**src/rtl/mma_pkg.sv**
```systemverilog
// shared types, widths, codes and saturation helper for the matrix multiply-accumulate
// no dependencies
package mma_pkg;

    localparam int MAX_DIM_DEF = 8;
    localparam int POS_REACH   = 8;
    localparam int EL_W        = 16;
    localparam int ACC_W       = 40;
    localparam int PROD_W      = 32;
    localparam int POS_W       = 3;
    localparam int DIM_W       = 4;
    localparam int IN_DATA_W   = 64;
    localparam int OUT_DATA_W  = 48;
    localparam int FUNC_W      = 2;
    localparam int CFG_IDX_W   = 2;

    localparam logic [FUNC_W-1:0] FN_LOAD_A   = 2'd0;
    localparam logic [FUNC_W-1:0] FN_LOAD_B   = 2'd1;
    localparam logic [FUNC_W-1:0] FN_PRESET_C = 2'd2;
    localparam logic [FUNC_W-1:0] FN_START    = 2'd3;

    localparam logic [CFG_IDX_W-1:0] REG_ROWS  = 2'd0;
    localparam logic [CFG_IDX_W-1:0] REG_COLS  = 2'd1;
    localparam logic [CFG_IDX_W-1:0] REG_INNER = 2'd2;

    typedef struct packed {
        logic             v;
        logic [POS_W-1:0] i;
        logic [POS_W-1:0] k;
        logic [EL_W-1:0]  a;
    } t_link;

    typedef struct packed {
        logic             b_we;
        logic             c_we;
        logic [POS_W-1:0] wr_row;
        logic [POS_W-1:0] wr_col;
        logic [EL_W-1:0]  element;
        logic [ACC_W-1:0] acc_init;
        logic [DIM_W-1:0] cols;
        logic [POS_W-1:0] rd_row;
    } t_cell_ctl;

    function automatic logic [ACC_W-1:0] sat_add(input logic [ACC_W-1:0] c,
                                                 input logic [PROD_W-1:0] p);
        logic [ACC_W:0] s;
        s = {c[ACC_W-1], c} + {{(ACC_W+1-PROD_W){p[PROD_W-1]}}, p};
        if (s[ACC_W] != s[ACC_W-1]) begin
            sat_add = s[ACC_W] ? {1'b1, {(ACC_W-1){1'b0}}} : {1'b0, {(ACC_W-1){1'b1}}};
        end else begin
            sat_add = s[ACC_W-1:0];
        end
    endfunction

endpackage

```
**src/rtl/mma_cell.sv**
```systemverilog
// one column cell: holds a column of B and of C, multiplies the passing A element
// depends on mma_pkg
module mma_cell #(
    parameter int NCELL = mma_pkg::MAX_DIM_DEF,
    parameter int J     = 0
) (
    input  logic                      i_clk,
    input  logic                      i_rst_n,
    input  mma_pkg::t_cell_ctl        i_ctl,
    input  mma_pkg::t_link            i_link,
    output mma_pkg::t_link            o_link,
    output logic [mma_pkg::ACC_W-1:0] o_rd
);
    import mma_pkg::*;

    localparam int KW = $clog2(NCELL);

    logic [EL_W-1:0]   b_mem   [NCELL];
    logic [ACC_W-1:0]  c_mem   [NCELL];
    logic [NCELL-1:0]  r_c_valid;
    t_link             r_link;
    logic              r_pv;
    logic [KW-1:0]     r_pi;
    logic [PROD_W-1:0] r_prod;
    logic [PROD_W-1:0] n_prod;
    logic              active;
    logic [KW-1:0]     c_addr;
    logic [ACC_W-1:0]  c_cur;
    logic              own_col;

    assign own_col = (i_ctl.wr_col == POS_W'(J));
    assign active  = (DIM_W'(J) < i_ctl.cols);
    assign n_prod  = PROD_W'($signed(i_link.a) * $signed(b_mem[i_link.k[KW-1:0]]));
    assign c_addr  = r_pv ? r_pi : i_ctl.rd_row[KW-1:0];
    assign c_cur   = r_c_valid[c_addr] ? c_mem[c_addr] : '0;
    assign o_rd    = c_cur;
    assign o_link  = r_link;

    always_ff @(posedge i_clk) begin
        if (!i_rst_n) begin
            r_link.v  <= 1'b0;
            r_pv      <= 1'b0;
            r_c_valid <= '0;
        end else begin
            r_link.v <= i_link.v;
            r_pv     <= i_link.v && active;
            if (i_ctl.c_we && own_col) begin
                r_c_valid[i_ctl.wr_row[KW-1:0]] <= 1'b1;
            end else if (r_pv) begin
                r_c_valid[r_pi] <= 1'b1;
            end
        end
        r_link.i <= i_link.i;
        r_link.k <= i_link.k;
        r_link.a <= i_link.a;
        r_pi     <= i_link.i[KW-1:0];
        r_prod   <= n_prod;
        if (i_ctl.b_we && own_col) begin
            b_mem[i_ctl.wr_row[KW-1:0]] <= i_ctl.element;
        end
        if (i_ctl.c_we && own_col) begin
            c_mem[i_ctl.wr_row[KW-1:0]] <= i_ctl.acc_init;
        end else if (r_pv) begin
            c_mem[r_pi] <= sat_add(c_cur, r_prod);
        end
    end

endmodule

```
**config.mk**
```make
export PLATFORM = sky130hd
export DESIGN_NAME = mma_cell
export DESIGN_NICKNAME = d
export VERILOG_FILES = /design/src/rtl/mma_pkg.sv /design/src/rtl/mma_cell.sv
export SDC_FILE = /design/constraint.sdc
export NUM_CORES = 1
export LEC_CHECK = 0
export BUFFER_PORTS_ARGS = -buffer_cell sky130_fd_sc_hd__buf_2
export CORE_ASPECT_RATIO = 1.4
export CORE_MARGIN = 2
export CORE_UTILIZATION = 30
export CTS_CLUSTER_DIAMETER = 60
export DETAILED_ROUTE_END_ITERATION = 7
export PLACE_DENSITY = 0.55
export SYNTH_ARGS = -nofsm -noshare
export SYNTH_HDL_FRONTEND = slang
export SYNTH_SLANG_ARGS = --single-unit
```
**constraint.sdc**
```tcl
create_clock -name i_clk -period 8.25 [get_ports i_clk]
set_input_delay 1.2375 -clock i_clk [delete_from_list [all_inputs] [get_ports i_clk]]
set_output_delay 1.2375 -clock i_clk [all_outputs]
set_load 0.02 [all_outputs]
```
==> results.py <==
metrics = {
    "detailed_routing": {
        "firstDrtPassIters": 6,
        "routed_via_density": 4.83,
        "vias": 19400,
        "dr.first_iter.drc_count": 1267,
        "drc": 0,
        "dr_wl_met3_um": 3800,
        "wl_um": 81400,
        "highest_layer": "met5",
        "antenna_left": 0,
        "wl_met1_um": 33300,
        "routedWlPerCell_um": 20.3,
        "met2_length_um": 42100,
    },
    "flow_run": {
        "max_cap_violations": 0,
    },
    "global_routing": {
        "gr-total-overflow": 0,
        "grt_max_degree": 41,
        "grt_util_all_layers": 0.152,
        "antenna_found_initial": 11,
        "grt_pass1_wl_um": 124000,
        "grt_pass1_vias": 20600,
    },
    "timing": {
        "setup_tns_ns": 0,
        "tightestPinTransition_ns": 1.11,
        "rsz0062_at_grt": "no",
        "max_freq_ghz": 0.135,
        "hold_viol": 0,
        "post-route-min-period_ns": 7.38,
        "maxSlewViolCount": 0,
        "fin_crit_sh": 0.895,
        "skew_ns": 0.0289,
        "slew_headroom": 0.256,
        "final-setup-viol-count": 0,
    },
    "clock_tree": {
        "tritoncts": "built",
        "clock_latency_ns": 0.64,
        "cts.clk_slew.worst_paths_ns": 0.06,
        "post_cts_buffers": 0,
        "cts_buffers": 54,
        "clk_path_buf_depth": 3,
        "cts_resized": 0,
        "clock_sinks": 512,
        "cts.root.buffer_cell": "clkbuf_16",
        "cts-hold-fix-buffers": 0,
        "cts_max_level": 2,
    },
    "setup_path": {
        "crit_type": "input pin to flop",
        "worstPathCellList": "buf_2 > buf_12 > mux4_2 > mux2_2 > nand2_1 > fa_1 > fa_1 > fa_1 > inv_1 > fa_1 > fa_1 > inv_1 > fa_1 > inv_1 > ha_1 > a211oi_1 > o21ai_0 > or3_1 > a21oi_2 > nor2b_1 > a211oi_1 > nor3_1 > o31ai_1 > xnor2_1",
        "critPathArrivalTime_ns": 7.89,
        "cp_common_cell": "fa_1",
        "end_kind": "flop",
        "cp_slowest_stage_delay_ns": 0.52,
        "crit_required_ns": 8.76,
        "critPathLaunchType": "input pin",
        "crit_path_top_delay_cell": "fa_1",
        "rrSetupSlack_ns": 1.48,
        "crit_path_max_fanout": 21,
    },
    "die": {
        "fp.coreArea_mm2": 0.104,
        "ios": 159,
        "start_util": 0.302,
        "rows": 140,
        "fp.dieH_um": 387,
        "die_w_um": 277,
        "die_area_mm2": 0.107,
    },
    "logic_synthesis": {
        "synthFlopType": "edfxtp_1",
        "synthesis.nets": 2928,
        "yosys_warnings": 0,
        "synthArstFlopShare": 0,
        "ys_seq_area_frac": 0.469,
        "ys_ff_latch": 512,
        "postSynthAreaPerCell_um2": 12.8,
        "synth.distinct_cells": 72,
        "syn_inst": 2447,
        "synth_area_leaders": "edfxtp_1 43%, fa_1 17%, mux4_2 8.2%",
        "synth_top_area_share": 0.428,
        "synth_edf_count": 448,
        "synth_top_area_cell": "edfxtp_1",
        "syn_area_mm2": 0.0314,
    },
    "place": {
        "place.gp.congestion": 0.879,
        "io_buffers": 158,
        "dpl.hpwl_um": 59200,
        "place_inst": 3916,
    },
    "layout": {
        "drive_gt1_frac": 0.173,
        "syn2layout_area_growth_pct": 14.4,
        "final_common_cell": "edfxtp_1",
        "fin_nets": 3104,
        "layout_common_cells": "448 x edfxtp_1, 317 x inv_1, 263 x fa_1",
        "final_cells": 4020,
    },
    "worst_hold_path": {
        "hold_class": "flop to flop",
    },
    "power": {
        "vdd_drop_max_mv": 0.452,
        "leakage_nw": 14.3,
        "cellPowerDensity_mw_per_mm2": 439,
        "finalPower_mw": 15.8,
    },
    "outcome": {
        "status": "finished, final reports clean",
    },
}
[logic make-up after synthesis]
| logic type | share of synthesized area |
|---|---|
| adders and majority gates | 0.216 |
| xor gates and xnor gates | 0.0162 |
| DFF | 0.469 |
| muxes | 0.0898 |
| and+or+nand+nor | 0.0936 |
| AOI/OAI and AO/OA | 0.0637 |
| buffers and inverters | 0.0512 |
[registers in the layout (all words and copies together), names as in the netlist]
signal / flops
r_pi: 3
r_c_valid: 8
r_prod: 32
o_link: 20
c_mem: 320
b_mem: 128
r_pv: 1
[cell usage after synthesis (all sizes together), types with 4 or more instances]
library cell,count
nand3,19
o21bai,13
fa,263
nor2b,98
dfxtp,64
o211ai,7
a221oi,4
nand4,5
edfxtp,448
nor2,99
a21oi,102
nand2,261
a211oi,11
mux2,10
buf,22
xnor2,42
a21o,34
clkbuf,79
mux2i,14
o21ai,78
nor3,23
nand2b,24
inv,317
ha,122
mux4,114
and2,53
a31oi,11
or2,6
a2111oi,4
or3,10
xor2,16
a21boi,11
o21a,11
and3,6
a22o,4
nor4,4
[critical path, delay by kind of cell]
family	cells	cell delay (ns)
fa+ha+maj	7	3.20
compound gates	5	1.14
simple gates	4	0.76
xor+xnor	1	0.10
buf+inv	5	0.47
mux	2	0.94
[where the power goes]
part	internal, mW	switching (mW)	total, mW
sequential	3.18	0.0786	3.26
combinational	4.54	5.56	10.1
clock	1.35	1.08	2.43
total	9.07	6.71	15.8
[worst paths after layout]
check,from,end,depth (start not counted)
worst max-delay path,i_link[16],r_prod[31],24
worst min-delay path,r_c_valid[4],r_c_valid[4],1
worst max register to register,b_mem[3][1],r_prod[31],22
worst min register to register,r_c_valid[4],r_c_valid[4],1
[area by class of cell]
type                       count  area, µm²
sequential                   512      14700
tap                         1349       1690
antenna                        4       10.0
multi-input combinational   1517      15200
clock inverter                32        353
inverter                     317       1190
timing repair buffer         221       1310
fill                       10300      68000
clock buffer                  68       1430
[stage by stage]
stage,utilization,hold slack [ns],setup slack (ns),area (µm²)
final,0.346,0.498,0.867,35900
after global routing,0.346,0.509,0.563,35900
after CTS,0.346,0.495,0.841,35900
after detailed placement,0.329,0.482,0.157,34100
after global placement,0.329,0.474,0.253,34100
after floorplan,-,0.447,0.0829,31400
[metal layers]
metal  GRT usage  up-vias
met2       0.276      493
met4      0.0444        8
li1            -     8812
met1       0.188     9969
met5           0        -
met3      0.0206      117
(Power assumes the default switching activity.)
